<file path="src/rtl/core/svbs_pkg.sv">
// Shared types and constants of the sparse voxel brick store.
// Depends on nothing; every module of the store imports it.
package svbs_pkg;

   localparam int EDGE_BITS  = 3;
   localparam int FINE_BITS  = 9;
   localparam int WORD_BITS  = 64;
   localparam int WSEL_BITS  = 3;
   localparam int WCNT_BITS  = 4;
   localparam int COORD_W    = 11;
   localparam int COLOR_W    = 32;
   localparam int GRID_W     = 7;
   localparam int TSEL_W     = 8;
   localparam int CELL_OUT_W = 9;
   localparam int T_W        = 14;
   localparam int CELL_W     = 21;
   localparam int CMP_W      = 16;
   localparam int QUEUE_DEPTH = 2;

   localparam logic [1:0] CSR_GRID_X = 2'd0;
   localparam logic [1:0] CSR_GRID_Y = 2'd1;
   localparam logic [1:0] CSR_GRID_Z = 2'd2;

   localparam logic [GRID_W-1:0] GRID_RESET = 7'd8;

   typedef enum logic [1:0] {
      CMD_INSERT_COLOR,
      CMD_INSERT_SHARED,
      CMD_DELETE,
      CMD_LOOKUP
   } cmd_type;

   typedef enum logic [2:0] {
      ST_OK,
      ST_OUT_OF_BOUNDS,
      ST_NO_CHANGE,
      ST_BAD_TEXTURE,
      ST_FULL
   } status_type;

   typedef enum logic [2:0] {
      BK_CLEAR,
      BK_IDLE,
      BK_CELL,
      BK_ZERO,
      BK_WORD,
      BK_SCAN,
      BK_COLOR,
      BK_DONE
   } bk_state_type;

   typedef struct packed {
      cmd_type                cmd;
      logic                   oob;
      logic [CELL_W-1:0]      cell_no;
      logic [FINE_BITS-1:0]   fine;
      logic [COLOR_W-1:0]     color;
      logic                   replace;
      logic [TSEL_W-1:0]      tsel;
   } item_type;

   typedef struct packed {
      status_type             status;
      logic [CELL_OUT_W-1:0]  cell_index;
      logic                   new_brick;
      logic                   brick_empty;
      logic                   voxel_present;
      logic [COLOR_W-1:0]     color;
   } rsp_type;

endpackage

</file>
<file path="src/rtl/core/svbs_front.sv">
// Front end: grid size registers, bounds check and cell flattening.
// Depends on svbs_pkg; feeds classified transactions into svbs_queue.
module svbs_front #(
   parameter int GRID_CELLS = 512
) (
   input  logic                       clock,
   input  logic                       reset,
   input  logic                       push,
   output logic                       full,
   input  logic [1:0]                 command,
   input  logic signed [10:0]         pos_x,
   input  logic signed [10:0]         pos_y,
   input  logic signed [10:0]         pos_z,
   input  logic [31:0]                color_in,
   input  logic                       replace,
   input  logic [7:0]                 texture_select,
   input  logic                       csr_valid,
   output logic                       csr_ready,
   input  logic [1:0]                 csr_index,
   input  logic [6:0]                 csr_data,
   input  logic                       hold,
   input  logic                       q_full,
   output logic                       q_push,
   output svbs_pkg::item_type         q_item
);
   import svbs_pkg::*;

   logic [GRID_W-1:0]    grid_x_ff, grid_y_ff, grid_z_ff;
   logic                 a_valid_ff, a_valid_in;
   cmd_type              a_cmd_ff;
   logic                 a_oob_ff;
   logic [GRID_W-1:0]    a_cx_ff;
   logic [T_W-1:0]       a_t_ff;
   logic [FINE_BITS-1:0] a_fine_ff;
   logic [COLOR_W-1:0]   a_color_ff;
   logic                 a_replace_ff;
   logic [TSEL_W-1:0]    a_tsel_ff;

   logic                 accept;
   logic                 oob;
   logic [T_W-1:0]       t_val;
   logic [CELL_W-1:0]    cell_flat;

   assign csr_ready = 1'b1;

   always_ff @(posedge clock) begin
      if (reset) begin
         grid_x_ff <= GRID_RESET;
         grid_y_ff <= GRID_RESET;
         grid_z_ff <= GRID_RESET;
      end else if (csr_valid) begin
         case (csr_index)
            CSR_GRID_X: grid_x_ff <= csr_data;
            CSR_GRID_Y: grid_y_ff <= csr_data;
            CSR_GRID_Z: grid_z_ff <= csr_data;
            default: ;
         endcase
      end
   end

   assign full   = hold | (a_valid_ff & q_full);
   assign accept = push & ~full;
   assign q_push = a_valid_ff & ~q_full;

   // negative coordinates, or brick coordinate past the grid
   assign oob = pos_x[10] | pos_y[10] | pos_z[10] |
                (pos_x[9:3] >= grid_x_ff) |
                (pos_y[9:3] >= grid_y_ff) |
                (pos_z[9:3] >= grid_z_ff);
   assign t_val = T_W'(grid_y_ff * pos_z[9:3]) + T_W'(pos_y[9:3]);

   always_comb begin
      a_valid_in = a_valid_ff;
      if (accept) begin
         a_valid_in = 1'b1;
      end else if (q_push) begin
         a_valid_in = 1'b0;
      end
   end

   always_ff @(posedge clock) begin
      if (reset) begin
         a_valid_ff <= 1'b0;
      end else begin
         a_valid_ff <= a_valid_in;
      end
   end

   always_ff @(posedge clock) begin
      if (accept) begin
         a_cmd_ff     <= cmd_type'(command);
         a_oob_ff     <= oob;
         a_cx_ff      <= pos_x[9:3];
         a_t_ff       <= t_val;
         a_fine_ff    <= {pos_z[2:0], pos_y[2:0], pos_x[2:0]};
         a_color_ff   <= color_in;
         a_replace_ff <= replace;
         a_tsel_ff    <= texture_select;
      end
   end

   assign cell_flat = CELL_W'(grid_x_ff * a_t_ff) + CELL_W'(a_cx_ff);

   always_comb begin
      q_item.cmd     = a_cmd_ff;
      q_item.oob     = a_oob_ff | (cell_flat >= CELL_W'(GRID_CELLS));
      q_item.cell_no = cell_flat;
      q_item.fine    = a_fine_ff;
      q_item.color   = a_color_ff;
      q_item.replace = a_replace_ff;
      q_item.tsel    = a_tsel_ff;
   end

endmodule

</file>
<file path="config.mk">
export PLATFORM = sky130hd
export DESIGN_NAME = svbs_front
export DESIGN_NICKNAME = d
export VERILOG_FILES = /design/src/rtl/core/svbs_pkg.sv /design/src/rtl/core/svbs_front.sv
export SDC_FILE = /design/constraint.sdc
export NUM_CORES = 1
export LEC_CHECK = 0
export BUFFER_PORTS_ARGS = -buffer_cell sky130_fd_sc_hd__buf_2
export CELL_PAD_IN_SITES_DETAIL_PLACEMENT = 1
export CELL_PAD_IN_SITES_GLOBAL_PLACEMENT = 2
export CORE_MARGIN = 2
export CORE_UTILIZATION = 37
export CTS_BUF_LIST = sky130_fd_sc_hd__clkbuf_2
export CTS_CLUSTER_SIZE = 40
export DETAILED_ROUTE_END_ITERATION = 16
export HOLD_SLACK_MARGIN = 0.03
export PLACE_DENSITY_LB_ADDON = 0.2
export SYNTH_ARGS = -nofsm -noshare
export SYNTH_HDL_FRONTEND = slang
export SYNTH_SLANG_ARGS = --single-unit
</file>
<file path="constraint.sdc">
create_clock -name clock -period 8.9 [get_ports clock]
set_clock_uncertainty 0.2 [all_clocks]
set_input_delay 2.67 -clock clock [delete_from_list [all_inputs] [get_ports clock]]
set_output_delay 2.67 -clock clock [all_outputs]
set_load 0.1 [all_outputs]
</file>
# Yosys cells after proc, flatten, opt, wreduce, memory -nomap -nowiden
# Index checks and enable logic that the tools add are counted.
classes:
  add_sub_neg: 2
  n_mul: 2
  div_mod_pow: 0
  order_cmp: 4
  eq_ne: 2
  shifts: 0
  mux: 2
  bitwise_logic: 12
  reduce_logical: 5
op_table:
  columns: ["operator", "n"]
  rows:
  - ["adder 21 x 7 -> 21 bit", 1]
  - ["greater-or-equal comparator 21 x 10 -> 1 bit, second input constant", 1]
  - ["greater-or-equal comparator 7 bit", 3]
  - ["multiplier 7 x 14 -> 21 bit", 1]
  - ["adder 14 x 7 -> 14 bit", 1]
  - ["multiplier 7 x 7 -> 14 bit", 1]
  - ["OR 1 bit", 7]
  - ["AND reduction 2 bit", 3]
  - ["AND 1 bit", 3]
  - ["equality test 2 x 1 -> 1 bit, second input constant", 1]
  - ["equality test 2 bit, second input constant", 1]
  - ["logical NOT 2 bit", 1]
  - ["two-way mux 1 bit", 2]
  - ["NOT 1 bit", 2]
  - ["nonzero test 2 bit", 1]
word_totals:
  regBits: 96
  latch_bits: 0
  ramBits: 0
  mem_bits_ro: 0
  in_bits: 91
  word_cells: 41
  memories: 0

# Depth between registers and ports, before layout
# Gate-level depths: netlist of run 1.
depth:
  depth_word: 5
  ltp_mapped: 18
  depth_no_buf: 17

# Least setup slack after synthesis of run 1
# Ideal clock, no wire load.
synth_timing:
  path_type: "register to output"
  from: "reg grid_x_ff[5]"
  to: "out q_item[71] (netlist bit)"
  t_arrival_ns: 8.454
  required_ns: 6.030
  slack_ns: -2.424
  path_stages_with_launch: 17
  path_cell_list: "dfxtp_1 > clkbuf_1 > and2_1 > fa_1 > fa_1 > fa_1 > inv_1 > fa_1 > inv_1 > ha_1 > o21ai_0 > o21bai_1 > nor3_1 > a21oi_1 > o311ai_0 > a211oi_1 > nand4bb_1"
synth_rtl:
  columns: ["element", "line_no", "rtl"]
  rows:
  - ["start, declared", "svbs_front.sv:28", "logic [GRID_W-1:0] grid_x_ff, grid_y_ff, grid_z_ff;"]
  - ["start signal, assigned", "svbs_front.sv:53", "CSR_GRID_X: grid_x_ff <= csr_data;"]
  - ["end, declared", "svbs_front.sv:24", "output svbs_pkg::item_type q_item"]

==> results of run 1 <==
-- per-layer routing --
metal  part of all wire, %  vias to the layer above  GRT usage [%]  wire length [um]
met4                   1.4                        0          4.128               300
met2                    49                       96          30.39             10530
met3                   2.6                       21          2.377               565
met5                     0                        -              0                 0
li1                      -                     3135              -                 -
met1                    47                     3173          23.71             10130
-- metrics by stage --
| stage | area [um^2] | utilization [%] | setup slack [ns] | hold slack (ns) |
|---|---|---|---|---|
| finish | 10490 | 44.69 | 0.3403 | 0.3398 |
| global route | 10490 | 44.69 | -0.02199 | 0.3881 |
| CTS | 10330 | 44.00 | 0.008841 | 0.3448 |
| detailed placement | 10140 | 43.21 | 0.5302 | 0.2898 |
| global placement | 10140 | 43.21 | 0.5342 | 0.2786 |
| floorplan | 8960 | - | 0.1932 | 0.2634 |
-- layout make-up --
class / instances / area [um^2] / share of cell area (%)
Antenna cell: 1 / 2.502 / 0.02385
Clock buffer: 9 / 45.04 / 0.4294
Clock inverter: 7 / 70.07 / 0.6679
Inverter: 169 / 634.4 / 6.047
Multi-Input combinational cell: 577 / 5693 / 54.27
Sequential cell: 96 / 2670 / 25.45
Tap cell: 319 / 399.1 / 3.805
Timing Repair Buffer: 183 / 975.9 / 9.303
-- synth_stat cells, types with 8 or more instances --
library cell / instances
sky130_fd_sc_hd__dfxtp_1: 22
sky130_fd_sc_hd__nor3_1: 11
sky130_fd_sc_hd__and2_1: 98
sky130_fd_sc_hd__mux2i_1: 14
sky130_fd_sc_hd__a21oi_1: 24
sky130_fd_sc_hd__nand2_1: 64
sky130_fd_sc_hd__nor2_1: 38
sky130_fd_sc_hd__fa_1: 97
sky130_fd_sc_hd__o21ai_0: 15
sky130_fd_sc_hd__clkbuf_1: 13
sky130_fd_sc_hd__a21o_1: 13
sky130_fd_sc_hd__ha_1: 103
sky130_fd_sc_hd__edfxtp_1: 74
sky130_fd_sc_hd__inv_1: 169
sky130_fd_sc_hd__nor2b_1: 8
sky130_fd_sc_hd__xnor2_1: 13
-- sequential cells by signal, summed over array words and instances, names as in the netlist, 2 cells and up --
signal and flops:
a_cmd_ff 2, a_tsel_ff 8, grid_x_ff 7, a_cx_ff 7, a_t_ff 14, a_fine_ff 9
grid_z_ff 7, grid_y_ff 7, a_color_ff 32
-- worst max-delay path, stage by stage (launching register included) --
cell and delay, ns:
sky130_fd_sc_hd__edfxtp_1 0.50, sky130_fd_sc_hd__buf_4 0.16, sky130_fd_sc_hd__and2_1 0.16, sky130_fd_sc_hd__fa_1 0.50
sky130_fd_sc_hd__fa_1 0.54, sky130_fd_sc_hd__fa_1 0.55, sky130_fd_sc_hd__inv_1 0.05, sky130_fd_sc_hd__fa_1 0.52
sky130_fd_sc_hd__inv_1 0.04, sky130_fd_sc_hd__ha_1 0.34, sky130_fd_sc_hd__o21ai_1 0.23, sky130_fd_sc_hd__o21bai_2 0.15
sky130_fd_sc_hd__a31o_4 0.26, sky130_fd_sc_hd__xor2_2 0.15, sky130_fd_sc_hd__or4_4 0.43, sky130_fd_sc_hd__nor4_4 0.18
sky130_fd_sc_hd__nand4bb_2 0.16, sky130_fd_sc_hd__buf_12 0.19
-- cell families after synthesis --
| kind of cell | Yosys count | synth area share (%) |
|---|---|---|
| xor gates and xnor gates | 17 | 1.679 |
| buffers and inverters | 184 | 7.872 |
| adders and majority gates | 200 | 36.43 |
| and+or+nand+nor | 252 | 15.01 |
| muxes | 14 | 1.580 |
| other | 1 | 0.04228 |
| DFF | 96 | 30.02 |
| AOI/OAI and AO/OA | 93 | 7.365 |
-- where the power goes --
group | switching, mW | internal, mW | total [mW] | leakage, nW
Clock | 0.171 | 0.0461 | 0.217 | 0.0735
Sequential | 0.0197 | 0.514 | 0.533 | 0.872
Combinational | 0.668 | 0.255 | 0.923 | 4.28
Total | 0.859 | 0.814 | 1.67 | 5.23
-- worst min path at each step --
stage                                endpoint  slack (ns)  cells past startpoint
finish              grid_z_ff[2]$_SDFFE_PP0P_        0.34                      2
global route        grid_z_ff[5]$_SDFFE_PP0P_        0.39                      2
floorplan           grid_z_ff[1]$_SDFFE_PP0P_        0.26                      2
CTS                 grid_z_ff[2]$_SDFFE_PP0P_        0.34                      2
detailed placement  grid_z_ff[4]$_SDFFE_PP0P_        0.29                      2
global placement    grid_z_ff[5]$_SDFFE_PP0P_        0.28                      2
-- repair_timing --
item                                    in CTS  in global routing
pin swaps                                    0                  5
endpoints found under the setup margin       2                  4
resized for setup                            7                 21
setup buffers                                8                  7
==> metrics list, run 1 <==
- The number of different library cells used by synthesis comes to 53.
- Largest net degree at the start of global routing: 76
- The most critical setup path has its endpoint at q_item[71].
* Final critical-path share of the clock period: 96.18%
- Sorting the synthesized cells by area gives the leading types as sky130_fd_sc_hd__edfxtp_1, sky130_fd_sc_hd__fa_1, sky130_fd_sc_hd__ha_1, sky130_fd_sc_hd__inv_1, sky130_fd_sc_hd__and2_1.
- The clock period could shrink to 8.560 ns.
- I/O Buffers: 166
* Number of non-filler instances in the completed layout: 1,361
- Library cell occupying the most area in the post-synthesis netlist: sky130_fd_sc_hd__edfxtp_1
- In this run the count of I/O pins placed on the die edge is 168.
- Maximum capacitance violations: 0
- Worst reg2reg path depth: 14
* Final Hold Violating Endpoints: 0
* Source of the worst register-to-register timing path: grid_y_ff[4]$_SDFFE_PP0P_
* Nature of the critical path endpoint: primary output
* Via count of the first global-routing pass: 6,997
- Async SR Flop Fraction: 0%
* Fillers: 2,711
- Vertical die dimension: 158.8 um
- STA puts the critical path data arrival time at 5.69 ns.
- Antenna Violating Nets Remaining: 0
* GPL Wtd Cong: 0.7735
- The number of max-slew violations in the final report came to 0.
- Standard cell core area: 23,470 um^2
- Maximum buffer depth of the clock tree: 2
- Total die area: 25,220 um^2
- Via-per-instance ratio: 4.721
- DRC violation total after the first TritonRoute iteration: 274
- Slew at the pin with the worst max-slew slack: 0.9953 ns
- The first global-routing pass estimated 36,050 um of wire.
* Nets@finish: 1,327
* PnR Total Power: 1.673 mW
- PD cells: 159.5 nW/um^2
- Register-to-register setup slack: 4.31 ns
- Row generation in the floorplan step produced 56 rows.
- Syn nets: 1,148
- DR pass1 iterations: 4
- Source of the worst hold timing path: grid_z_ff[2]$_SDFFE_PP0P_
* Launching instance or port of the critical path: a_t_ff[6]$_DFFE_PP_
- Fraction of synthesized cell area taken by the top area cell type: 25.06%
- In this run the static leakage power is 5.229 nW.
- Counting flops and latches in the post-synthesis netlist gives 96.
* Number of buffers created by CTS: 9
- Syn. warnings: 0
- The initial utilization of the core area, before any placement, comes to 37.78%.
- After detailed routing, the average wire length per cell comes to 15.82 um.
- H-Tree Level Count: 3
- Worst vdd rail ir drop: 0.1861 mV
* Via count: 6,425
- HP Class: reg -> reg
- The run finished with clean final reports.
- At the worst endpoint, the required time is 6.03 ns.
- In the routed design, unresolved DRC markers number 0.
- Slew HR: 33.65%
- The later pin in the worst-skew pair is clocked with a latency of 0.59 ns.
* Cell area after technology mapping: 8869 um^2
- The worst setup path is launched from a flip-flop.
- Overall track demand over capacity in global routing: 17.69%
- Fraction of layout cells with a size suffix above 1: 22.57%
* Total half-perimeter wirelength after legalization and detailed placement: 18,010 um
- Hold Buf Count CTS: 0
* Area growth from synthesis to layout: 18.28%
* Path type of the worst setup path: reg -> out
- Mean Syn Cell Area: 10.35 um^2
- After technology mapping, the gate count stands at 857.
* Clock-pin slew on the worst setup and hold paths: 0.27 ns
- Commonest cells after routing, fill and taps aside: sky130_fd_sc_hd__inv_1, sky130_fd_sc_hd__buf_2, sky130_fd_sc_hd__ha_1
* Root Buffer: sky130_fd_sc_hd__clkbuf_2
- Total congestion overflow after global routing: 0
- TritonCTS built the clock tree.
* DRT Wirelength: 21,530 um
- The initial antenna violation count is 1.
- Die width: 158.8 um
- Most common cell after layout, fill and taps aside: sky130_fd_sc_hd__inv_1
* Post-synth EDFFs: 74
- Endpoint of the lowest-slack register-to-register path: a_t_ff[12]$_DFFE_PP_
- Setup Viol. Count Final: 0
- Dominant synthesized flop cell: sky130_fd_sc_hd__edfxtp_1
* Max frequency: 0.1168 GHz
* Clock net sink count: 96
- Cells after DPL: 1,329
- Adding up every negative setup slack in the final design gives 0 ns.
* Critical path peak fanout: 5
- Sequential cells were found to cover 30.02% of the synthesized design area.
Note: power is estimated with default switching activity, not from simulation.
==> run 2: changes to the inputs <==
Settings changed: BUFFER_PORTS_ARGS -buffer_cell sky130_fd_sc_hd__buf_2 to not set, CORE_UTILIZATION 37 to 42, DONT_BUFFER_PORTS set to 1, SETUP_SLACK_MARGIN set to 0.4, SLEW_MARGIN set to 20.
==> run 2 against run 1 <==
Routed wire length shrank 2.6%. Sequential share of layout area grew 1.1 points. Utilization grew 3.6 points. Maximum frequency shrank 0.38%. Critical path type unchanged. Critical path depth shrank 2. Via count shrank 7.2%.
==> metrics list, run 2 (synthesized netlist as in run 1, its figures left out) <==
- Commonest cells after routing, fill and taps aside: sky130_fd_sc_hd__inv_1, sky130_fd_sc_hd__fa_1, sky130_fd_sc_hd__ha_1 (was sky130_fd_sc_hd__inv_1, sky130_fd_sc_hd__buf_2, sky130_fd_sc_hd__ha_1)
- The sum of overflow across all layers after global routing came to 0 (unchanged).
* Largest registers: a_color_ff x32, a_t_ff x14, a_fine_ff x9 (unchanged)
* H-Tree Level Count: 3 (unchanged)
* Total die area: 22,290 um^2 (was 25,220 um^2)
- Worst hold slack: 0.3401 ns (was 0.3398 ns)
- DRT Wirelength: 20,970 um (was 21,530 um)
- Standard cell core area: 20,890 um^2 (was 23,470 um^2)
- Leakage: 4.743 nW (was 5.229 nW)
- Nets@finish: 1,188 (was 1,327)
- The layout filler cell count was 2,317 (was 2,711).
- The endpoint type of the worst setup path is a primary output (unchanged).
- Setup repair after global routing missed its margin: yes
- Clock-pin slew on the worst setup and hold paths: 0.24 ns (was 0.27 ns)
- The number of detailed-route iterations in the first pass is 4 (unchanged).
- Clock net sink count: 96 (unchanged)
- Largest net degree at the start of global routing: 76 (unchanged)
- Slew HR: 29.68% (was 33.65%)
- Fraction of layout cells with a size suffix above 1: 14.86% (was 22.57%)
- Required time of the critical path: 6.03 ns (about the same)
* Critical path data arrival time: 5.72 ns (was 5.69 ns)
- The overall fraction of global-route tracks in use came to 19.44% (was 17.69%).
- Area growth from synthesis to layout: 13.81% (was 18.28%)
- The startpoint of the lowest-slack register-to-register path was grid_y_ff[0]$_SDFFE_PP0P_ (was grid_y_ff[4]$_SDFFE_PP0P_).
* Master of the slowest instance on the critical path: sky130_fd_sc_hd__edfxtp_1 (was sky130_fd_sc_hd__fa_1)
* HP Class: reg -> reg (unchanged)
- The clock tree from TritonCTS is yes (unchanged).
- I/O Buffers: 0 (was 166)
- The TritonCTS buffer count was 9 (unchanged).
- Effective utilization at floorplan: 42.46% (was 37.78%)
- The worst setup path endpoint is q_item[71] (unchanged).
* Number of remaining DRC errors: 0 (unchanged)
* Max frequency: 0.1164 GHz (was 0.1168 GHz)
- The number of vias per cell after detailed routing came to 5.063 (was 4.721).
- Most Frequent Cell on Critical Path: sky130_fd_sc_hd__fa_1 (unchanged)
- Slew Viols, Final: 0 (unchanged)
- The cell at the root of the clock tree is sky130_fd_sc_hd__clkbuf_2 (unchanged).
- GPL Wtd Cong: 0.8211 (was 0.7735)
* PD cells: 175.7 nW/um^2 (was 159.5 nW/um^2)
* Antenna violations before repair: 1 (unchanged)
- Setup TNS Final: 0 ns (unchanged)
- DRC violation total after the first TritonRoute iteration: 154 (was 274)
* Status: finished, final reports clean (unchanged)
* Slew at the pin with the worst max-slew slack: 1.050 ns (was 0.9953 ns)
* Via count: 5,964 (was 6,425)
* Period minus WS final: 8.592 ns (was 8.560 ns)
- Largest register by flop count: a_color_ff (unchanged)
* CP cell instances: and2_4 > fa_1 > inv_1 > fa_1 > fa_1 > inv_1 > fa_1 > ha_4 > a211oi_4 > o21bai_4 > a31o_4 > xor2_2 > or4_4 > nor4_4 > nand4bb_4 (was buf_4 > and2_1 > fa_1 > fa_1 > fa_1 > inv_1 > fa_1 > inv_1 > ha_1 > o21ai_1 > o21bai_2 > a31o_4 > xor2_2 > or4_4 > nor4_4 > nand4bb_2 > buf_12)
* Maximum capacitance violations: 0 (unchanged)
- Antenna Violating Nets Remaining: 0 (unchanged)
- Hold Buf Count CTS: 0 (unchanged)
- The reg-to-reg endpoint is a_t_ff[12]$_DFFE_PP_ (unchanged).
- Worst reg2reg path depth: 13 (was 14)
- The wire length per cell after detailed routing is 17.80 um (was 15.82 um).
* Setup Viol. Count Final: 0 (unchanged)
- Insertion delay of the later-clocked pin in the worst-skew pair: 0.58 ns (was 0.59 ns)
- The most common library cell in the layout ignoring fill and taps is sky130_fd_sc_hd__inv_1 (unchanged).
- The wire length of the first global-routing pass came to 33,980 um (was 36,050 um).
- The via count of the first global-routing pass is 6,521 (was 6,997).
* Final critical-path share of the clock period: 96.54% (was 96.18%)
- The horizontal extent of the die was 149.3 um (was 158.8 um).
- The placed wire-length estimate after detailed placement was 16,980 um (was 18,010 um).
- The critical path startpoint category was a flip-flop (unchanged).
- Number of placed I/O pins: 168 (unchanged)
- The largest vdd supply drop was 0.1039 mV (was 0.1861 mV).
* Final Hold Violating Endpoints: 0 (unchanged)
- The category of the critical setup timing path was reg -> out (unchanged).
- Vertical die dimension: 149.3 um (was 158.8 um)
- The launch point of the worst path is a_t_ff[9]$_DFFE_PP_ (was a_t_ff[6]$_DFFE_PP_).
- Critical path peak fanout: 6 (was 5)
- Core Rows: 53 (was 56)
- The highest cell delay on the worst timing path came to 0.54 ns (was 0.55 ns).
* Maximum buffer depth of the clock tree: 2 (unchanged)
* Register-to-register setup slack: 4.28 ns (was 4.31 ns)
- The number of flip-flops in the largest register came to 32 (unchanged).
-- run 2: changes by cell type in the layout (fill, tap and decap cells not counted), sizes merged --
cell      delta
inv          -1
buf        -138
clkinvlp     +1
bufinv       +1
clkinv       -2
-- run 2: through the flow --
step / worst slack, ns / utilization, % / cell area (um^2) / std cells / power, mW
2_1_floorplan: 0.4055 / - / 8972 / 857 / 1.270
3_3_place_gp: 0.4695 / 45.14 / 9429 / 1135 / 1.415
3_5_place_dp: 0.3226 / 45.14 / 9429 / 1135 / 1.437
4_1_cts: 0.2610 / 47.28 / 9877 / 1166 / 1.744
5_1_grt: 0.06154 / 48.32 / 10090 / 1178 / 1.885
6_report: 0.3076 / 48.32 / 10090 / 1178 / 1.774
-- run 2: worst max-delay path: cells and delay by family (launching register included) --
family,cells,cell delay [ns]
XOR/XNOR,1,0.16
flip-flops,1,0.54
AO/OA/AOI/OAI,3,0.64
adder cells (fa/ha/maj),5,2.29
AND/OR/NAND/NOR,4,1.43
buffers and inverters,2,0.10
-- run 2: what timing repair did --
item	in CTS	in global routing
buffers inserted	15	11
endpoints found under the setup margin	8	5
pin swaps	16	32
resized for setup	48	32
-- run 2: layer usage --
layer | global-route usage [%] | routed length, um
met1 | 24.65 | 9273
met2 | 35.12 | 10890
met3 | 3.119 | 588
met4 | 3.905 | 221
met5 | 0 | 0
-- run 2: area by class of cell --
type                            instances  area [um^2]  area share (%)
Tap cell                              275        344.1           3.409
Timing Repair Buffer                   44        352.8           3.496
Clock buffer                           10        50.05          0.4958
Clock inverter                          6        75.07          0.7438
Sequential cell                        96         2685           26.60
Inverter                              169        634.4           6.285
Antenna cell                            1        2.502         0.02479
Multi-Input combinational cell        577         5949           58.94
-- run 2: worst min-delay path by stage --
stage	from	endpoint	slack, ns	depth (start not counted)
final	grid_z_ff[6]$_SDFFE_PP0P_	grid_z_ff[6]$_SDFFE_PP0P_	0.34	2
after detailed placement	grid_z_ff[2]$_SDFFE_PP0P_	grid_z_ff[2]$_SDFFE_PP0P_	0.30	2
after global placement	a_valid_ff$_SDFFE_PP0P_	a_valid_ff$_SDFFE_PP0P_	0.28	2
after global routing	grid_z_ff[6]$_SDFFE_PP0P_	grid_z_ff[6]$_SDFFE_PP0P_	0.38	2
after CTS	grid_z_ff[6]$_SDFFE_PP0P_	grid_z_ff[6]$_SDFFE_PP0P_	0.35	2
after floorplan	grid_z_ff[1]$_SDFFE_PP0P_	grid_z_ff[1]$_SDFFE_PP0P_	0.26	2
-- run 2: power breakdown --
group | switching, mW | internal [mW] | total, mW
Clock | 0.152 | 0.0707 | 0.223
Combinational | 0.625 | 0.318 | 0.942
Sequential | 0.0953 | 0.513 | 0.609
Total | 0.872 | 0.902 | 1.77
