===== src/rtl/core/svbs_pkg.sv =====
// Shared types and constants of the sparse voxel brick store.
// Depends on nothing; every module of the store imports it.
package svbs_pkg;

   localparam int EDGE_BITS  = 3;
   localparam int FINE_BITS  = 9;
   localparam int WORD_BITS  = 64;
   localparam int WSEL_BITS  = 3;
   localparam int WCNT_BITS  = 4;
   localparam int COORD_W    = 11;
   localparam int COLOR_W    = 32;
   localparam int GRID_W     = 7;
   localparam int TSEL_W     = 8;
   localparam int CELL_OUT_W = 9;
   localparam int T_W        = 14;
   localparam int CELL_W     = 21;
   localparam int CMP_W      = 16;
   localparam int QUEUE_DEPTH = 2;

   localparam logic [1:0] CSR_GRID_X = 2'd0;
   localparam logic [1:0] CSR_GRID_Y = 2'd1;
   localparam logic [1:0] CSR_GRID_Z = 2'd2;

   localparam logic [GRID_W-1:0] GRID_RESET = 7'd8;

   typedef enum logic [1:0] {
      CMD_INSERT_COLOR,
      CMD_INSERT_SHARED,
      CMD_DELETE,
      CMD_LOOKUP
   } cmd_type;

   typedef enum logic [2:0] {
      ST_OK,
      ST_OUT_OF_BOUNDS,
      ST_NO_CHANGE,
      ST_BAD_TEXTURE,
      ST_FULL
   } status_type;

   typedef enum logic [2:0] {
      BK_CLEAR,
      BK_IDLE,
      BK_CELL,
      BK_ZERO,
      BK_WORD,
      BK_SCAN,
      BK_COLOR,
      BK_DONE
   } bk_state_type;

   typedef struct packed {
      cmd_type                cmd;
      logic                   oob;
      logic [CELL_W-1:0]      cell_no;
      logic [FINE_BITS-1:0]   fine;
      logic [COLOR_W-1:0]     color;
      logic                   replace;
      logic [TSEL_W-1:0]      tsel;
   } item_type;

   typedef struct packed {
      status_type             status;
      logic [CELL_OUT_W-1:0]  cell_index;
      logic                   new_brick;
      logic                   brick_empty;
      logic                   voxel_present;
      logic [COLOR_W-1:0]     color;
   } rsp_type;

endpackage


===== src/rtl/core/svbs_queue.sv =====
// Two-entry queue of classified transactions between front and back end.
// Depends on svbs_pkg for the item type.
module svbs_queue (
   input  logic                clock,
   input  logic                reset,
   input  logic                push,
   input  svbs_pkg::item_type  item_in,
   output logic                full,
   input  logic                pop,
   output svbs_pkg::item_type  item_out,
   output logic                empty
);
   import svbs_pkg::*;

   localparam int PTR_W = $clog2(QUEUE_DEPTH);
   localparam int CNT_W = $clog2(QUEUE_DEPTH + 1);

   item_type           slot_ff [QUEUE_DEPTH];
   logic [PTR_W-1:0]   wr_ptr_ff, wr_ptr_in;
   logic [PTR_W-1:0]   rd_ptr_ff, rd_ptr_in;
   logic [CNT_W-1:0]   count_ff, count_in;

   assign full     = count_ff == CNT_W'(QUEUE_DEPTH);
   assign empty    = count_ff == '0;
   assign item_out = slot_ff[rd_ptr_ff];

   always_comb begin
      wr_ptr_in = wr_ptr_ff;
      rd_ptr_in = rd_ptr_ff;
      count_in  = count_ff;
      if (push) begin
         wr_ptr_in = (wr_ptr_ff == PTR_W'(QUEUE_DEPTH - 1)) ? '0 : wr_ptr_ff + 1'b1;
      end
      if (pop) begin
         rd_ptr_in = (rd_ptr_ff == PTR_W'(QUEUE_DEPTH - 1)) ? '0 : rd_ptr_ff + 1'b1;
      end
      if (push && !pop) begin
         count_in = count_ff + 1'b1;
      end else if (pop && !push) begin
         count_in = count_ff - 1'b1;
      end
   end

   always_ff @(posedge clock) begin
      if (reset) begin
         wr_ptr_ff <= '0;
         rd_ptr_ff <= '0;
         count_ff  <= '0;
      end else begin
         wr_ptr_ff <= wr_ptr_in;
         rd_ptr_ff <= rd_ptr_in;
         count_ff  <= count_in;
      end
   end

   always_ff @(posedge clock) begin
      if (push) begin
         slot_ff[wr_ptr_ff] <= item_in;
      end
   end

endmodule


===== config.mk =====
export PLATFORM = sky130hd
export DESIGN_NAME = svbs_queue
export DESIGN_NICKNAME = d
export VERILOG_FILES = /design/src/rtl/core/svbs_pkg.sv /design/src/rtl/core/svbs_queue.sv
export SDC_FILE = /design/constraint.sdc
export NUM_CORES = 1
export LEC_CHECK = 0
export ABC_AREA = 1
export BUFFER_PORTS_ARGS = -buffer_cell sky130_fd_sc_hd__buf_2
export CORE_MARGIN = 2
export CORE_UTILIZATION = 35
export CTS_CLUSTER_SIZE = 30
export DETAILED_ROUTE_END_ITERATION = 12
export PLACE_DENSITY = 0.6
export SLEW_MARGIN = 20
export SYNTH_ARGS = -nofsm -noshare
export SYNTH_HDL_FRONTEND = slang
export SYNTH_SLANG_ARGS = --single-unit
export TNS_END_PERCENT = 100

===== constraint.sdc =====
create_clock -name clock -period 5.53 [get_ports clock]
set_clock_uncertainty 0.15 [all_clocks]
set_input_delay 0.2765 -clock clock [delete_from_list [all_inputs] [get_ports clock]]
set_output_delay 0.2765 -clock clock [all_outputs]
set_load 0.1 [all_outputs]

# Word-level counts from Yosys, hierarchy flattened
# Memories as Yosys holds them, arrays and structs flattened. A register that Yosys moved wholly into a read port is not among the register bits.
# Cells that the tools add are included.
# totals
ff_bits	4
ram_bits	148
input_bits	78
wordCells	23
n_memories	1
# mem_list
name	depth	width	rd	rd_clocked_by_memory_dff	write_ports	line_no	text
slot_ff	2	74	1	1	1	svbs_queue.sv:18	item_type slot_ff [QUEUE_DEPTH];
# op_classes
n_addsub	4
n_eq_ne	1
muxes	8
reduce_logical	6
# op_table
op	n
$mux 1	6
$mux 2	2
$add 1x1->1 const B	2
$add 2x1->2 const B	1
$eq 2x2->1 const B	1
$logic_and 1x1->1	2
$logic_not 1->1	2
$logic_not 2->1	1
$reduce_bool 2->1	1
$sub 2x1->2 const B	1

# Depth between registers and ports, before layout
# Gate-level depths: netlist (run 1).
# logic_depth
depth_word	4
depth_mapped	8

# Worst setup path after synthesis (run 1)
# OpenSTA, ideal clock, no wires.
# synth_path
path_kind	input -> register
from	input port push
to	memory slot_ff[0][0] in the netlist's numbering (enable)
setup_time_ps	509
arrival_ps	3418
path_slack_ps	1454
path_stages	2
n_path_buf	0
path_cell_list	inv_1 nor2_1
# synth_between
elab_chain_len	2
# synth_lines
item	line_no	text
start, declared	svbs_queue.sv:6	input logic push,
$mux 1	svbs_queue.sv:57	if (push) begin
$mux 1 (not written as such)	svbs_queue.sv:58	slot_ff[wr_ptr_ff] <= item_in;
end, declared	svbs_queue.sv:18	
# No other way between the ends.

==> results.sh, run 1 <==
export IMPL_outcome="finished, final reports clean"
export IMPL_clk_latency_ns=0.41
export IMPL_synth_top_cells_by_count="sky130_fd_sc_hd__edfxtp_1, sky130_fd_sc_hd__mux2_4, sky130_fd_sc_hd__mux2_2"
export IMPL_hpwlAfterDp_um=6620
export IMPL_postRouteAntennaNets=0
export IMPL_setup_violations_final=0
export IMPL_io_pin_count=154
export IMPL_worst_slew_margin_rel_pct=42.6
export IMPL_synth_warnings=0
export IMPL_final_area_sq_mm=0.00819
export IMPL_mappedNetlistArea_sq_mm=0.00581
export IMPL_crit_arrival_ns=2.61
export IMPL_final_seq_area_sq_mm=0.00455
export IMPL_first_pass_grt_wire_length_um=17000
export IMPL_placed_cell_area_sq_mm=0.00681
export IMPL_maximum_number_of_pins_on_one_net_before_global_route_repair=61
export IMPL_worstMarginPinSlew_ns=0.862
export IMPL_diodes=0
export IMPL_timing_max_transition_violations_final=0
export IMPL_final_core_util_pct=49.9
export IMPL_synth_top_cell_by_area="sky130_fd_sc_hd__edfxtp_1"
export IMPL_syn_instance_count=263
export IMPL_synth_top_cells_by_area="sky130_fd_sc_hd__edfxtp_1, sky130_fd_sc_hd__mux2_4, sky130_fd_sc_hd__mux2_2"
export IMPL_syn2layout_area_growth_pct=40.9
export IMPL_worstPathMaxFanout=45
export IMPL_cts_root_buffer_cell="sky130_fd_sc_hd__clkbuf_16"
export IMPL_grt_overflow_total=0
export IMPL_drive_above_1_share_pct=50.7
export IMPL_post_route_drc_count=0
export IMPL_first_global_vias=3467
export IMPL_grt_busiest_layer="met2"
export IMPL_ir_drop_mv=0.195
export IMPL_dpl_cell_count=631
export IMPL_holdCritPathClass="in2reg"
export IMPL_grt_util_all_layers_pct=12.7
export IMPL_mappedNetlistNets=342
export IMPL_vias_per_cell=4.29
export IMPL_final_hold_violation_count=0
export IMPL_totalNegativeSetupSlack_ns=0
export IMPL_gr_met1_demand_resource_pct=13.6
export IMPL_drv_max_cap_violation_count=0
export IMPL_powerDensity_mw_per_mm2=395
export IMPL_wire_per_inst_um=14.5
export IMPL_total_area_of_multi_input_combinational_cells_sq_mm=0.00116
export IMPL_drt_wl_total_um=10700
export IMPL_critPathKind="reg2out"
export IMPL_finish_cell_count_without_fillers=741
export IMPL_clock_tree_buffer_depth=2
export IMPL_gpl_final_weighted_congestion=0.646
export IMPL_cts_repair_resize_count=0
export IMPL_async_flop_share_pct=0
export IMPL_postSynth_topFlopCell="sky130_fd_sc_hd__edfxtp_1"
export IMPL_clkTransAtPathRegs_ns=0.06
export IMPL_synth_seq_area_share_pct=78.2
export IMPL_fillerInstances=1380
export IMPL_antenna_found_initial=0
export IMPL_initial_utilization_pct=35.4
export IMPL_period_needed_ns=3.04
export IMPL_cts_made_buffers=17
export IMPL_tritoncts="yes"
export IMPL_finalCritPeriodShare_pct=55.0
export IMPL_netlist_cell_type_count=16
export IMPL_vias=3181
export IMPL_fp_coreArea_sq_mm=0.0164
export IMPL_cts_sinks=153
export IMPL_timing_hold_ws_ns=0.0405
export IMPL_yosysMostFrequentCell="sky130_fd_sc_hd__edfxtp_1"
export IMPL_worstPathRequired_ns=5.10
export IMPL_std_cell_rows=47
export IMPL_worst_setup_path_end_kind="output pin"
export IMPL_ys_ff_latch=153
export IMPL_io_buffer_count=153
export IMPL_synth_avg_cell_area_sq_um=22.1
export IMPL_setup_worst_path_start_class="flip-flop"
export IMPL_fmaxAchievable_mhz=329
export IMPL_setup_repair_after_global_routing_missed_its_margin="false"
export IMPL_dr_pass1_iters=4
export IMPL_floorplan_die_width_um=133
export IMPL_synth_enable_flop_cells=148
export IMPL_p_leak_nw=3.25
export IMPL_cts_max_level=4
export IMPL_floorplan_die_height_um=133
export IMPL_synth_top_area_share_pct=76.5
export IMPL_gr_usage_met3_pct=4.56
export IMPL_grt_met2_usage_pct=22.3
export IMPL_drt_iter0_drc=119
export IMPL_final_net_count=587
export IMPL_area_of_the_die_sq_mm=0.0177
-- flip-flops by register name, summed over array words and instances (netlist names), named ones only --
signal     count
rd_ptr_ff      1
wr_ptr_ff      1
count_ff       2
slot_ff      148
-- final timing paths --
check,start,end,slack [ns],cells past startpoint
setup / recovery,flip-flop,item_out[72],2.49,3
hold / removal,push,wr_ptr_ff,0.04,3
setup reg to reg,wr_ptr_ff,slot_ff[0][51],3.46,3
hold reg to reg,rd_ptr_ff,rd_ptr_ff,0.38,2
-- placed cells by master (no fill, tap or decap), types with 4 or more instances in the layout --
master	instances
sky130_fd_sc_hd__buf_2	153
sky130_fd_sc_hd__clkbuf_16	17
sky130_fd_sc_hd__clkinv_2	6
sky130_fd_sc_hd__clkinvlp_4	4
sky130_fd_sc_hd__dfxtp_1	4
sky130_fd_sc_hd__dlygate4sd3_1	77
sky130_fd_sc_hd__edfxtp_1	148
sky130_fd_sc_hd__inv_1	8
sky130_fd_sc_hd__mux2_2	14
sky130_fd_sc_hd__mux2_4	60
sky130_fd_sc_hd__nand2_1	5
sky130_fd_sc_hd__nor2_1	6
-- critical path, stage by stage, from the launching register on --
cell and delay [ns]:
sky130_fd_sc_hd__dfxtp_4 0.90, sky130_fd_sc_hd__buf_4 0.56, sky130_fd_sc_hd__mux2_2 0.40, sky130_fd_sc_hd__buf_2 0.29
-- per-stage QoR --
step	worst slack [ns]	total power (W)
finish	2.49	0.00323
global route	2.31	0.00335
detailed placement	2.84	0.00208
CTS	2.39	0.00327
global placement	2.89	0.00207
floorplan	1.45	0.00198
-- power breakdown --
group	internal [W]	leakage, nW	switching (W)
clock	0.000705	0.279	0.000436
combinational	0.000186	1.54	0.000532
sequential	0.00134	1.43	0.0000331
total	0.00223	3.25	0.00100
-- kinds of logic after synthesis --
family | after synthesis | synth area share, %
AO/OA/AOI/OAI | 2 | 0.172
XOR/XNOR | 1 | 0.151
adder cells (fa/ha/maj) | 1 | 0.215
buffers and inverters | 17 | 2.02
flip-flops | 153 | 78.2
multiplexers | 74 | 18.2
AND/OR/NAND/NOR | 15 | 1.05
-- cell type report --
| cell class | count | share of cell area [%] |
|---|---|---|
| Clock buffer | 19 | 5.29 |
| Timing Repair Buffer | 234 | 19.4 |
| Multi-Input combinational cell | 93 | 14.1 |
| Clock inverter | 13 | 1.88 |
| Sequential cell | 153 | 55.5 |
| Tap cell | 220 | 3.36 |
| Inverter | 9 | 0.428 |
-- what timing repair did --
item / CTS / global route
hold endpoints to repair: 151 / 0
hold buffers: 77 / 0
buffers inserted: 0 / 0
setup endpoints to repair: 0 / 0
-- routing by layer --
metal	wire length, um	share of wire [%]
met3	719	6.7
met2	5610	52
met4	203	1.9
met5	0	0
met1	4200	39
(Power assumes the default switching activity.)
==> run 2: changes to the inputs <==
--- a/config.mk
+++ b/config.mk
@@ -11,7 +11,7 @@
 export CORE_UTILIZATION = 35
 export CTS_CLUSTER_SIZE = 30
 export DETAILED_ROUTE_END_ITERATION = 12
-export PLACE_DENSITY = 0.6
+export PLACE_DENSITY = 0.62
 export SLEW_MARGIN = 20
 export SYNTH_ARGS = -nofsm -noshare
 export SYNTH_HDL_FRONTEND = slang
==> constraint.sdc (replaced) <==
create_clock -name clock -period 2.7 [get_ports clock]
set_clock_uncertainty 0.15 [all_clocks]
set_input_delay 0.135 -clock clock [delete_from_list [all_inputs] [get_ports clock]]
set_output_delay 0.135 -clock clock [all_outputs]
set_load 0.1 [all_outputs]
==> results.sh, run 2 (same netlist as run 1, synthesis figures left out) <==
export IMPL_outcome="finished, final reports clean"
export IMPL_cts_made_buffers=17
export IMPL_setup_worst_path_start_class="flip-flop"
export IMPL_worstPathMaxFanout=43
export IMPL_worstPathRequired_ns=2.41
export IMPL_totalNegativeSetupSlack_ns=0
export IMPL_cp_slowest_cell="sky130_fd_sc_hd__dfxtp_4"
export IMPL_vias_per_cell=4.32
export IMPL_timing_max_transition_violations_final=0
export IMPL_power_share_sequential_pct=40.1
export IMPL_post_route_drc_count=0
export IMPL_cts_max_level=4
export IMPL_fmaxAchievable_mhz=437
export IMPL_final_net_count=590
export IMPL_power_switching_share_pct=30.1
export IMPL_drive_above_1_share_pct=51.0
export IMPL_crit_arrival_ns=2.01
export IMPL_grt_util_all_layers_pct=13.1
export IMPL_syn2layout_area_growth_pct=42.9
export IMPL_io_pin_count=154
export IMPL_finish_cell_count_without_fillers=744
export IMPL_cts_sinks=153
export IMPL_powerDensity_mw_per_mm2=839
export IMPL_timing_hold_ws_ns=0.291
export IMPL_grt_overflow_total=0
export IMPL_diodes=0
export IMPL_period_needed_ns=2.29
export IMPL_fp_coreArea_sq_mm=0.0164
export IMPL_cts_root_buffer_cell="sky130_fd_sc_hd__clkbuf_16"
export IMPL_dr_pass1_iters=4
export IMPL_setup_violations_final=0
export IMPL_largest_register="slot_ff"
export IMPL_int_power_w=0.00487
export IMPL_layout_commonest_cell="sky130_fd_sc_hd__buf_2"
export IMPL_worst_path_dominant_cell_family="buffers and inverters"
export IMPL_holdCritPathClass="in2reg"
export IMPL_antenna_found_initial=0
export IMPL_first_pass_grt_wire_length_um=17500
export IMPL_critical_path_cell_chain="buf_12 > mux2_2 > buf_2"
export IMPL_initial_utilization_pct=35.4
export IMPL_dpl_cell_count=634
export IMPL_final_seq_area_sq_mm=0.00455
export IMPL_max_stage_delay_ns=0.51
export IMPL_worst_slew_margin_rel_pct=61.7
export IMPL_final_hold_violation_count=0
export IMPL_critPathKind="reg2out"
export IMPL_wire_per_inst_um=15.1
export IMPL_tritoncts="yes"
export IMPL_maximum_number_of_pins_on_one_net_before_global_route_repair=44
export IMPL_clkTransAtPathRegs_ns=0.06
export IMPL_worst_setup_path_end_kind="output pin"
export IMPL_layout_common_cells="sky130_fd_sc_hd__buf_2, sky130_fd_sc_hd__edfxtp_1, sky130_fd_sc_hd__dlygate4sd3_1"
export IMPL_largest_registers="slot_ff x148, count_ff x2"
export IMPL_first_global_vias=3459
export IMPL_ir_drop_mv=0.448
export IMPL_switching_pwr_w=0.00210
export IMPL_worst_path_buffer_plus_inverter_count=2
export IMPL_io_buffer_count=153
export IMPL_setup_repair_after_global_routing_missed_its_margin="false"
export IMPL_floorplan_die_width_um=133
export IMPL_fillerInstances=1362
export IMPL_clock_tree_buffer_depth=2
export IMPL_vias=3216
export IMPL_drt_iter0_drc=139
export IMPL_drv_max_cap_violation_count=0
export IMPL_finalCritPeriodShare_pct=84.8
export IMPL_wl_met2_um=5990
export IMPL_final_core_util_pct=50.6
export IMPL_cts_repair_resize_count=0
export IMPL_worstMarginPinSlew_ns=0.574
export IMPL_clockPowerShare_pct=38.3
export IMPL_met1Wirelength_um=4560
export IMPL_p_leak_nw=3.30
export IMPL_area_of_the_die_sq_mm=0.0177
export IMPL_floorplan_die_height_um=133
export IMPL_std_cell_rows=47
export IMPL_number_of_flip_flops_under_the_largest_register_name=148
export IMPL_postRouteAntennaNets=0
export IMPL_drt_wl_total_um=11200
export IMPL_routed_wl_met3_um=548
export IMPL_top_signal_layer_used="met4"
export IMPL_hpwlAfterDp_um=6960
export IMPL_total_area_of_multi_input_combinational_cells_sq_mm=0.00116
export IMPL_gpl_final_weighted_congestion=0.681
export IMPL_clk_latency_ns=0.41
export IMPL_comb_power_share_pct=21.6
## run 2: changes by cell type in the layout (fill, tap and decap cells not counted)
cell                            change
sky130_fd_sc_hd__buf_12             +2
sky130_fd_sc_hd__buf_16             -1
sky130_fd_sc_hd__buf_4              +1
sky130_fd_sc_hd__bufinv_16          +3
sky130_fd_sc_hd__clkbuf_1           -2
sky130_fd_sc_hd__clkinv_1           +1
sky130_fd_sc_hd__clkinv_2           -4
sky130_fd_sc_hd__clkinv_4           +1
sky130_fd_sc_hd__clkinvlp_4         -1
sky130_fd_sc_hd__dlygate4sd3_1      +1
sky130_fd_sc_hd__inv_6              +2
## run 2: cell type report
type / instances / area share, %
multi-input cells: 93 / 13.9
flip-flops and latches: 153 / 54.8
inverters: 9 / 0.422
clock buffers: 17 / 5.12
well taps: 220 / 3.31
repair buffers: 237 / 19.5
clock inverters: 15 / 2.97
## run 2: what timing repair did
| item | 4_1_cts | 5_1_grt |
|---|---|---|
| hold endpoints to repair | 153 | 0 |
| setup buffers | 0 | 0 |
| hold buffers | 78 | 0 |
## run 2: routing by layer
layer	vias to the layer above	global-route usage, %
met3	12	4.52
li1	1521	-
met5	-	0
met2	97	22.8
met4	0	5.02
met1	1586	15.0
## run 2: worst register-to-register path: cells and delay by family, from the launching register on
family        cells  cell delay (ns)
flops             1             0.39
simple gates      1             0.09
buf+inv           2             0.65
## run 2: power groups by stage
stage | Combinational (W) | Sequential, W | Clock [W]
2_1_floorplan | 0.00122 | 0.00283 | 0
3_3_place_gp | 0.00141 | 0.00284 | 0
3_5_place_dp | 0.00142 | 0.00284 | 0
4_1_cts | 0.00152 | 0.00279 | 0.00273
5_1_grt | 0.00156 | 0.00280 | 0.00283
6_report | 0.00151 | 0.00279 | 0.00267
## run 2: path summary, 6_finish.rpt
check              start              to  slack [ns]  depth (start not counted)
min          item_in[60]  slot_ff[1][60]        0.29                          2
max            flip-flop    item_out[65]        0.41                          3
max reg2reg    wr_ptr_ff  slot_ff[1][44]        1.10                          3
min reg2reg    rd_ptr_ff       rd_ptr_ff        0.38                          2
## run 2: metrics by stage
stage          power, W  worst slack, ns  cell area [sq um]
6_report        0.00697            0.410               8310
5_1_grt         0.00719            0.336               8310
4_1_cts         0.00704            0.376               8310
3_5_place_dp    0.00427            0.839               6850
3_3_place_gp    0.00425            0.865               6850
2_1_floorplan   0.00405            0.231               5820
==> run 3: changes to the inputs <==
==> constraint.sdc (replaced) <==
create_clock -name clock -period 2.1 [get_ports clock]
set_clock_uncertainty 0.15 [all_clocks]
set_input_delay 0.105 -clock clock [delete_from_list [all_inputs] [get_ports clock]]
set_output_delay 0.105 -clock clock [all_outputs]
set_load 0.1 [all_outputs]
==> results.sh, run 3 (same netlist as run 1, synthesis figures left out) <==
export IMPL_outcome="finished, final reports clean"
export IMPL_clock_tree_buffer_depth=2
export IMPL_max_stage_delay_ns=0.39
export IMPL_cts_root_buffer_cell="sky130_fd_sc_hd__clkbuf_16"
export IMPL_post_route_drc_count=0
export IMPL_first_global_vias=3538
export IMPL_worst_path_buffer_plus_inverter_count=3
export IMPL_cts_max_level=4
export IMPL_cts_made_buffers=17
export IMPL_maximum_number_of_pins_on_one_net_before_global_route_repair=76
export IMPL_critical_path_cell_chain="buf_12 > buf_4 > mux2_4 > buf_12"
export IMPL_clkTransAtPathRegs_ns=0.06
export IMPL_number_of_flip_flops_under_the_largest_register_name=148
export IMPL_worstPathMaxFanout=27
export IMPL_postRouteAntennaNets=0
export IMPL_area_of_the_die_sq_mm=0.0177
export IMPL_initial_utilization_pct=35.4
export IMPL_hpwlAfterDp_um=6890
export IMPL_cts_sinks=153
export IMPL_setup_repair_after_global_routing_missed_its_margin="false"
export IMPL_critPathKind="reg2out"
export IMPL_totalNegativeSetupSlack_ns=0
export IMPL_fmaxAchievable_mhz=500
export IMPL_ir_drop_mv=0.503
export IMPL_std_cell_rows=47
export IMPL_layout_commonest_cell="sky130_fd_sc_hd__edfxtp_1"
export IMPL_reg2reg_setup_slack_ns=0.61
export IMPL_io_pin_count=154
export IMPL_post_place_ws_ns=0.381
export IMPL_holdCritPathClass="in2reg"
export IMPL_grt_util_all_layers_pct=13.2
export IMPL_p_leak_nw=3.50
export IMPL_drive_above_1_share_pct=51.3
export IMPL_period_needed_ns=2.00
export IMPL_syn2layout_area_growth_pct=52.5
export IMPL_post_route_worst_setup_slack_ns=0.0986
export IMPL_wire_per_inst_um=15.0
export IMPL_powerDensity_mw_per_mm2=985
export IMPL_dr_pass1_iters=4
export IMPL_final_hold_violation_count=0
export IMPL_largest_registers="slot_ff x148, count_ff x2"
export IMPL_worst_path_dominant_cell_family="buffers and inverters"
export IMPL_worst_slew_margin_rel_pct=66.6
export IMPL_finalCritPeriodShare_pct=95.3
export IMPL_setup_worst_path_start_class="flip-flop"
export IMPL_cts_repair_resize_count=0
export IMPL_worstPathRequired_ns=1.85
export IMPL_gpl_final_weighted_congestion=0.672
export IMPL_setup_violations_final=0
export IMPL_largest_register="slot_ff"
export IMPL_drt_iter0_drc=154
export IMPL_worst_setup_path_end_kind="output pin"
export IMPL_layout_common_cells="sky130_fd_sc_hd__edfxtp_1, sky130_fd_sc_hd__buf_2, sky130_fd_sc_hd__dlygate4sd3_1"
export IMPL_floorplan_die_width_um=133
export IMPL_drt_wl_total_um=11300
export IMPL_crit_arrival_ns=1.75
export IMPL_first_pass_grt_wire_length_um=17700
export IMPL_vias=3197
export IMPL_floorplan_die_height_um=133
export IMPL_clk_latency_ns=0.41
export IMPL_cp_slowest_cell="sky130_fd_sc_hd__dfxtp_4"
export IMPL_timing_max_transition_violations_final=0
export IMPL_grt_overflow_total=0
export IMPL_antenna_found_initial=0
export IMPL_diodes=0
export IMPL_final_net_count=596
export IMPL_io_buffer_count=153
export IMPL_drv_max_cap_violation_count=0
export IMPL_vias_per_cell=4.26
export IMPL_worstMarginPinSlew_ns=0.504
export IMPL_fp_coreArea_sq_mm=0.0164
export IMPL_tritoncts="yes"
export IMPL_cp_common_cell="sky130_fd_sc_hd__buf_12"
-- run 3: cell types whose count changed in the layout (fill, tap and decap cells not counted), sizes merged --
| cell | before | now |
|---|---|---|
| clkinvlp | 3 | 6 |
| buf | 159 | 165 |
| bufinv | 6 | 2 |
| inv | 10 | 8 |
| clkinv | 5 | 8 |
-- run 3: path summary, 6_finish.rpt --
check             start        endpoint  cells after the start
max           flip-flop    item_out[28]                      4
min          item_in[5]   slot_ff[0][5]                      2
max reg2reg   wr_ptr_ff  slot_ff[1][59]                      3
min reg2reg   rd_ptr_ff       rd_ptr_ff                      2
-- run 3: final cells by class --
type | instances | area, sq um
fillers | 1292 | 7540
inverters | 9 | 37.5
well taps | 220 | 275
clock buffers | 17 | 425
flip-flops and latches | 153 | 4550
repair buffers | 243 | 2290
multi-input cells | 93 | 1160
clock inverters | 15 | 135
-- run 3: where the power goes --
part	total, W	internal (W)	switching, W
Clock	0.00288	0.00172	0.00115
Sequential	0.00358	0.00353	0.0000474
Combinational	0.00227	0.000768	0.00150
-- run 3: metrics by stage --
step	hold slack (ns)	area (sq um)	total power, W	util, %	std cells
after floorplan	0.0274	5820	0.00521	-	263
after global placement	0.143	7510	0.00578	45.8	638
after detailed placement	0.146	7510	0.00581	45.8	638
after CTS	0.231	8870	0.00883	54.0	750
after global routing	0.237	8870	0.00905	54.0	750
final	0.260	8870	0.00873	54.0	750
-- run 3: layer usage --
metal / track usage, % / vias to the layer above / routed length, um
li1: - / 1530 / -
met1: 14.9 / 1547 / 4720
met2: 22.4 / 104 / 5700
met3: 5.10 / 16 / 632
met4: 5.62 / 0 / 221
met5: 0 / - / 0
-- run 3: repair_timing --
item	4_1_cts	5_1_grt
endpoints found under the setup margin	30	0
buffers inserted	2	0
hold buffers	78	0
hold endpoints to repair	153	0
